## config.mk

```make
export PLATFORM = sky130hd
export DESIGN_NAME = rrcm_ctrl
export DESIGN_NICKNAME = d
export VERILOG_FILES = /design/src/hdl/rrcm_pkg.sv /design/src/hdl/rrcm_ctrl.sv
export SDC_FILE = /design/constraint.sdc
export NUM_CORES = 1
export LEC_CHECK = 0
export BUFFER_PORTS_ARGS = -buffer_cell sky130_fd_sc_hd__buf_4
export CAP_MARGIN = 20
export CORE_MARGIN = 3
export CORE_UTILIZATION = 35
export DETAILED_ROUTE_END_ITERATION = 12
export PLACE_DENSITY = 0.64
export SYNTH_ARGS = -nofsm -noshare
export SYNTH_HDL_FRONTEND = slang
export SYNTH_SLANG_ARGS = --single-unit
```

## constraint.sdc

```tcl
create_clock -name clk -period 2.6 [get_ports clk]
set_clock_uncertainty 0.05 [all_clocks]
set_input_delay 0.26 -clock clk [delete_from_list [all_inputs] [get_ports clk]]
set_output_delay 0.26 -clock clk [all_outputs]
set_load 0.02 [all_outputs]
```

## src/hdl/rrcm_pkg.sv

```systemverilog
package rrcm_pkg;

  // default sizing
  localparam int MAX_SIDE_DEF   = 4096;
  localparam int PIXEL_BITS_DEF = 16;

  // fixed field widths
  localparam int PIX_IN_W   = 16;
  localparam int CFG_DATA_W = 13;
  localparam int CFG_IDX_W  = 8;
  localparam int OFFS_W     = 12;
  localparam int POS_W      = 13;
  localparam int MEAN_W     = 16;

  // register indexes
  typedef enum logic [CFG_IDX_W-1:0] {
    REG_WIDTH     = 8'd0,
    REG_HEIGHT    = 8'd1,
    REG_FIRST_COL = 8'd2,
    REG_FIRST_ROW = 8'd3
  } reg_idx_t;

  // result kinds
  localparam logic KIND_ROW = 1'b0;
  localparam logic KIND_COL = 1'b1;

  // controller to datapath
  typedef struct packed {
    logic load;
    logic update;
    logic start_col;
    logic start_row;
    logic advance;
  } cmd_t;

  // datapath to controller
  typedef struct packed {
    logic last_row;
    logic last_col;
    logic div_done;
  } sts_t;

endpackage

```

## src/hdl/rrcm_ctrl.sv

```systemverilog
module rrcm_ctrl (
  input  logic           clk,
  input  logic           rst_n,
  input  logic           in_valid,
  output logic           in_ready,
  output logic           out_valid,
  input  logic           out_ready,
  input  rrcm_pkg::sts_t sts,
  output rrcm_pkg::cmd_t cmd
);

  typedef enum logic [6:0] {
    ST_IDLE    = 7'b0000001,
    ST_READ    = 7'b0000010,
    ST_CALC    = 7'b0000100,
    ST_DIV_COL = 7'b0001000,
    ST_OUT_COL = 7'b0010000,
    ST_DIV_ROW = 7'b0100000,
    ST_OUT_ROW = 7'b1000000
  } state_t;

  state_t state_r, state_nxt;

  // next state and commands
  always_comb begin
    state_nxt = state_r;
    cmd       = '0;
    in_ready  = 1'b0;
    out_valid = 1'b0;
    unique case (state_r)
      ST_IDLE: begin
        in_ready = 1'b1;
        if (in_valid) begin
          cmd.load  = 1'b1;
          state_nxt = ST_READ;
        end
      end
      ST_READ: begin
        cmd.update = 1'b1;
        state_nxt  = ST_CALC;
      end
      ST_CALC: begin
        priority if (sts.last_row) begin
          cmd.start_col = 1'b1;
          state_nxt     = ST_DIV_COL;
        end else if (sts.last_col) begin
          cmd.start_row = 1'b1;
          state_nxt     = ST_DIV_ROW;
        end else begin
          cmd.advance = 1'b1;
          state_nxt   = ST_IDLE;
        end
      end
      ST_DIV_COL: begin
        if (sts.div_done) begin
          state_nxt = ST_OUT_COL;
        end
      end
      ST_OUT_COL: begin
        out_valid = 1'b1;
        if (out_ready) begin
          if (sts.last_col) begin
            cmd.start_row = 1'b1;
            state_nxt     = ST_DIV_ROW;
          end else begin
            cmd.advance = 1'b1;
            state_nxt   = ST_IDLE;
          end
        end
      end
      ST_DIV_ROW: begin
        if (sts.div_done) begin
          state_nxt = ST_OUT_ROW;
        end
      end
      ST_OUT_ROW: begin
        out_valid = 1'b1;
        if (out_ready) begin
          cmd.advance = 1'b1;
          state_nxt   = ST_IDLE;
        end
      end
      default: begin
        state_nxt = ST_IDLE;
      end
    endcase
  end

  // state register
  always_ff @(posedge clk) begin
    if (!rst_n) begin
      state_r <= ST_IDLE;
    end else begin
      state_r <= state_nxt;
    end
  end

endmodule

```

==> impl_metrics.env, run 1 <==
export IMPL_overflow=0
export IMPL_die_x_um=46.8
export IMPL_pwr_share_comb=0.247
export IMPL_final_hold_violation_count=0
export IMPL_peakVddDrop_v=0.000333
export IMPL_setup_viol=0
export IMPL_layout_commonest_cell="buf_4"
export IMPL_cell_internal_pwr_mw=0.203
export IMPL_largest_reg_flops=7
export IMPL_insertion_delay_ns=0.26
export IMPL_cts_buffer_depth=2
export IMPL_route_detailed_drc=0
export IMPL_drt_wl_total_um=1310
export IMPL_rows=14
export IMPL_met2_length_um=617
export IMPL_fin_tns_setup_ns=0
export IMPL_synth_xor_area_frac=0.0602
export IMPL_nNetsFinal=88
export IMPL_synth_compound_area_frac=0.131
export IMPL_grt_first_pass_wirelength_um=2260
export IMPL_cp_top_family="simple AND/OR/NAND/NOR gates"
export IMPL_largest_register="state_r"
export IMPL_numCtsBuffers=3
export IMPL_synth_top_area_frac=0.241
export IMPL_crit_path_end_kind="output pin"
export IMPL_chipHeight_um=46.8
export IMPL_die_area_um2=2190
export IMPL_drv_slew=0
export IMPL_numPortBuffers=13
export IMPL_wl_met1_um=607
export IMPL_slowest_delay_ns=0.72
export IMPL_tightest_slew_ns=0.554
export IMPL_cts_sinks=7
export IMPL_timing_max_cap_violations=0
export IMPL_seq_area_frac_synth=0.241
export IMPL_drt_initial_drc_count=10
export IMPL_crit_required_ns=2.29
export IMPL_syn_to_final_growth_pct=14.4
export IMPL_synth_cell_area_um2=582
export IMPL_crit_slowest_cell="or4_1"
export IMPL_synthTopCellsByArea="dfxtp_1, buf_6, nor2_1"
export IMPL_core_area_um2=1540
export IMPL_drive_above_1_share=0.275
export IMPL_final_area_um2=666
export IMPL_largestRegisters="state_r (7)"
export IMPL_synthMuxAreaShare=0.0366
export IMPL_p_leak_nw=0.285
export IMPL_grt_usage=0.144
export IMPL_max_freq_ghz=0.402
export IMPL_antennaDiodeCount=0
export IMPL_cts_setup_buffers=0
export IMPL_tritoncts="yes"
export IMPL_dp_slack_ns=0.395
export IMPL_max_slew_margin_rel=0.628
export IMPL_dpl_hpwl_um=996
export IMPL_path_class="reg -> out"
export IMPL_cp_start_kind="flip-flop"
export IMPL_yosys_area_top_type="dfxtp_1"
export IMPL_yosysWarnings=0
export IMPL_holdBufCountCts=0
export IMPL_p_clk_frac=0.346
export IMPL_htreeDepth=1
export IMPL_placed_area_um2=639
export IMPL_firstDrtPassIters=4
export IMPL_synth_cell_types=34
export IMPL_switchingPower_mw=0.0889
export IMPL_grt_max_degree=10
export IMPL_holdCritPathClass="in -> reg"
export IMPL_routedWlPerCell_um=13.6
export IMPL_fin_crit_ns=2.49
export IMPL_status="finished, final reports clean"
export IMPL_critPathMaxFanout=8
export IMPL_fin_util=0.432
export IMPL_start_util=0.377
export IMPL_cts_resized=0
export IMPL_powerDensity_nw_per_um2=438
export IMPL_dr_wl_met3_um=82
export IMPL_path_buf_inv=1
export IMPL_arrival_ns=2.18
export IMPL_n_fill_cell=163
export IMPL_syn_num_nets=76
export IMPL_top_layer_used="met3"
export IMPL_cts_root_buf="clkbuf_4"
export IMPL_pin_count=14
export IMPL_ys_ff_latch=7
export IMPL_via_per_inst=5.65
export IMPL_yosys_area_share_simple=0.402
export IMPL_ant_nets=0
export IMPL_vias=542
export IMPL_synth_fa_ha_area_frac=0
export IMPL_grt_pass1_vias=499
export IMPL_seqPwrFrac=0.407
export IMPL_swShare=0.304
export IMPL_final_cell_mix="buf_4, nor2_1, dfxtp_1, nor3_1, inv_1"
export IMPL_antenna_found_initial=0
export IMPL_syn_avg_cell_area_um2=8.43
export IMPL_worstPathCellList="or4_1, nor3b_1, a31oi_1, o2bb2ai_1, buf_4"
export IMPL_finalCritPeriodShare=0.956
export IMPL_netlist_instances=69
export IMPL_gp_congestion=0.858
export IMPL_synth_top_family_by_area="simple AND/OR/NAND/NOR gates"
export IMPL_grt_setup_unrepaired="no"
export IMPL_cts_clk_slew_worst_paths_ns=0.05
export IMPL_setup_ws_ns=0.114
[metrics by stage]
step	instances	power (mW)	hold WS, ns
after floorplan	69	0.173	0.332
after global placement	92	0.192	0.470
after detailed placement	92	0.193	0.474
after CTS	96	0.293	0.214
after global routing	96	0.310	0.217
final	96	0.292	0.214
[cell families after synthesis]
group,after synthesis
flops,7
compound gates,11
buf+inv,10
xor+xnor,4
simple gates,35
mux,2
[power groups by stage]
stage          Combinational, mW  Sequential, mW  Clock [mW]
6_report                  0.0721           0.119       0.101
5_1_grt                   0.0789           0.119       0.112
4_1_cts                   0.0721           0.119       0.102
3_5_place_dp              0.0718           0.121           0
3_3_place_gp              0.0712           0.121           0
2_1_floorplan             0.0571           0.116           0
[layer usage]
layer | track usage | vias up
met5 | 0 | -
met4 | 0.0221 | 0
met3 | 0.0766 | 0
met2 | 0.217 | 14
met1 | 0.187 | 251
li1 | - | 277
[synth_stat cells, drive strengths merged]
cell / instances
mux2: 1
or4: 4
dfxtp: 7
o2bb2ai: 1
or3: 1
buf: 6
o21ai: 1
a211o: 1
xor2: 1
nor3: 4
mux2i: 1
a31oi: 2
or4b: 1
or2b: 1
nand2: 3
and4b: 1
xnor2: 3
nor2: 7
nor4b: 1
a211oi: 1
and3: 3
nor4: 4
nand4: 1
and2: 2
o32ai: 1
nor3b: 1
a21oi: 2
o31ai: 2
or2: 1
inv: 4
[worst paths after layout]
check / startpoint / endpoint / slack [ns] / cells after the start
max reg2reg: state_r[6] / state_r[6] / 0.56 / 4
max: state_r[5] / cmd[0] / 0.11 / 5
min: rst_n / state_r[2] / 0.21 / 2
min reg2reg: state_r[5] / state_r[5] / 0.50 / 2
[area by class of cell]
class	instances	area (µm²)	share of cell area
Sequential cell	7	140	0.211
Inverter	4	15.0	0.0226
Clock buffer	4	26.3	0.0395
Multi-Input combinational cell	52	367	0.551
Timing Repair Buffer	13	97.6	0.147
Tap cell	16	20.0	0.0301
(Power assumes the default switching activity.)
==> inputs of run 2 (changes only) <==
--- a/config.mk
+++ b/config.mk
@@ -7,10 +7,10 @@
 export LEC_CHECK = 0
 export BUFFER_PORTS_ARGS = -buffer_cell sky130_fd_sc_hd__buf_4
 export CAP_MARGIN = 20
-export CORE_MARGIN = 3
-export CORE_UTILIZATION = 35
+export CORE_AREA = 3 3 40 42
 export DETAILED_ROUTE_END_ITERATION = 12
-export PLACE_DENSITY = 0.64
+export DIE_AREA = 0 0 43 45
+export PLACE_DENSITY = 0.75
 export SYNTH_ARGS = -nofsm -noshare
 export SYNTH_HDL_FRONTEND = slang
 export SYNTH_SLANG_ARGS = --single-unit
==> run 2 against run 1 <==
Setup slack better by 0.13 ns. Cell area up 0.38%. Total power up 0.77%. Combinational power up 2%. Maximum frequency up 5.5%. Sequential cell count unchanged. Sequential share of layout area down 0.079 points. Sequential power about the same. Wire length down 0.84%. Critical path type unchanged. Highest routed layer unchanged.
==> impl_metrics.env, run 2 (same netlist as run 1, synthesis figures left out) <==
export IMPL_path_class="reg -> out"
export IMPL_antennaDiodeCount=0
export IMPL_setup_ws_ns=0.243
export IMPL_hold_end="state_r[2]"
export IMPL_whs_path_depth=2
export IMPL_via_per_inst=5.74
export IMPL_numPortBuffers=13
export IMPL_fin_crit_ns=2.36
export IMPL_r2r_end="state_r[6]"
export IMPL_finalCritPeriodShare=0.907
export IMPL_cts_setup_buffers=0
export IMPL_slowest_delay_ns=0.63
export IMPL_layout_commonest_cell="buf_4"
export IMPL_timing_max_cap_violations=0
export IMPL_critPathMaxFanout=8
export IMPL_final_hold_violation_count=0
export IMPL_syn_to_final_growth_pct=14.8
export IMPL_tritoncts="yes"
export IMPL_cts_sinks=7
export IMPL_insertion_delay_ns=0.26
export IMPL_largest_reg_flops=7
export IMPL_final_cell_mix="buf_4, nor2_1, dfxtp_1, nor3_1, inv_1"
export IMPL_crit_slowest_cell="or4_4"
export IMPL_vias=545
export IMPL_worstPathCellList="or4_4, nor3b_1, a31oi_1, o2bb2ai_1, buf_4"
export IMPL_powerDensity_nw_per_um2=440
export IMPL_start_util=0.453
export IMPL_p_leak_nw=0.284
export IMPL_hp_start="rst_n"
export IMPL_grt_pass1_vias=518
export IMPL_cts_clk_slew_worst_paths_ns=0.05
export IMPL_core_area_um2=1280
export IMPL_holdWs_ns=0.214
export IMPL_cts_resized=0
export IMPL_dp_slack_ns=0.404
export IMPL_pin_count=14
export IMPL_grt_max_degree=10
export IMPL_r2r_start="state_r[6]"
export IMPL_die_x_um=43
export IMPL_status="finished, final reports clean"
export IMPL_crit_required_ns=2.29
export IMPL_cts_buffer_depth=2
export IMPL_gp_congestion=0.853
export IMPL_ant_nets=0
export IMPL_grt_first_pass_wirelength_um=2170
export IMPL_grt_usage=0.151
export IMPL_drv_slew=0
export IMPL_final_area_um2=668
export IMPL_drt_wl_total_um=1300
export IMPL_drive_above_1_share=0.288
export IMPL_numCtsBuffers=3
export IMPL_firstDrtPassIters=4
export IMPL_cts_root_buf="clkbuf_4"
export IMPL_fin_tns_setup_ns=0
export IMPL_chipHeight_um=45
export IMPL_cp_start_kind="flip-flop"
export IMPL_arrival_ns=2.05
export IMPL_largest_register="state_r"
export IMPL_htreeDepth=1
export IMPL_route_detailed_drc=0
export IMPL_rrSetupSlack_ns=0.55
export IMPL_setup_viol=0
export IMPL_largestRegisters="state_r (7)"
export IMPL_holdBufCountCts=0
export IMPL_antenna_found_initial=0
export IMPL_overflow=0
export IMPL_grt_setup_unrepaired="no"
export IMPL_die_area_um2=1940
export IMPL_fin_util=0.520
export IMPL_tightest_slew_ns=0.571
export IMPL_dpl_hpwl_um=958
export IMPL_rows=13
export IMPL_r2r_cells=4
export IMPL_routedWlPerCell_um=13.6
export IMPL_holdCritPathClass="in -> reg"
export IMPL_drt_initial_drc_count=12
export IMPL_peakVddDrop_v=0.000254
export IMPL_placed_area_um2=638
export IMPL_max_freq_ghz=0.424
export IMPL_nNetsFinal=88
export IMPL_max_slew_margin_rel=0.616
export IMPL_crit_path_end_kind="output pin"
==> run 2: layer usage <==
layer	part of all wire	vias to the layer above	global-route usage
met3	0.058	0	0.0757
met5	0	-	0
met1	0.46	257	0.174
met2	0.48	11	0.243
li1	-	277	-
met4	0	0	0.0542
==> run 2: worst max-delay path by stage <==
| stage | start | endpoint | cells after the start |
|---|---|---|---|
| finish | state_r[5] | cmd[0] | 5 |
| global route | state_r[5] | cmd[0] | 5 |
| floorplan | state_r[5] | cmd[4] | 4 |
| detailed placement | state_r[5] | cmd[0] | 5 |
| CTS | state_r[5] | cmd[0] | 5 |
| global placement | state_r[5] | cmd[0] | 5 |
==> run 2: final cells by class <==
cell class / count / area, µm²
Fill cell: 133 / 617
Multi-Input combinational cell: 52 / 370
Sequential cell: 7 / 140
Timing Repair Buffer: 13 / 97.6
Clock buffer: 4 / 26.3
Tap cell: 15 / 18.8
Inverter: 4 / 15.0
==> run 2: stage by stage <==
step	instances	power [mW]
after floorplan	69	0.173
after global placement	91	0.192
after detailed placement	91	0.192
after CTS	95	0.296
after global routing	95	0.314
final	95	0.294
==> run 2: power breakdown <==
group | internal, mW | leakage [nW] | switching (mW) | total [mW]
sequential | 0.111 | 0.0569 | 0.00804 | 0.119
clock | 0.0587 | 0.0150 | 0.0431 | 0.102
combinational | 0.0345 | 0.212 | 0.0387 | 0.0732
total | 0.204 | 0.284 | 0.0898 | 0.294
==> run 2: worst max-delay path, delay by kind of cell, from the launching register on <==
kind / cells / cell delay [ns]
buffers and inverters: 1 / 0.16
and+or+nand+nor: 2 / 0.94
DFF: 1 / 0.36
AOI/OAI and AO/OA: 2 / 0.34
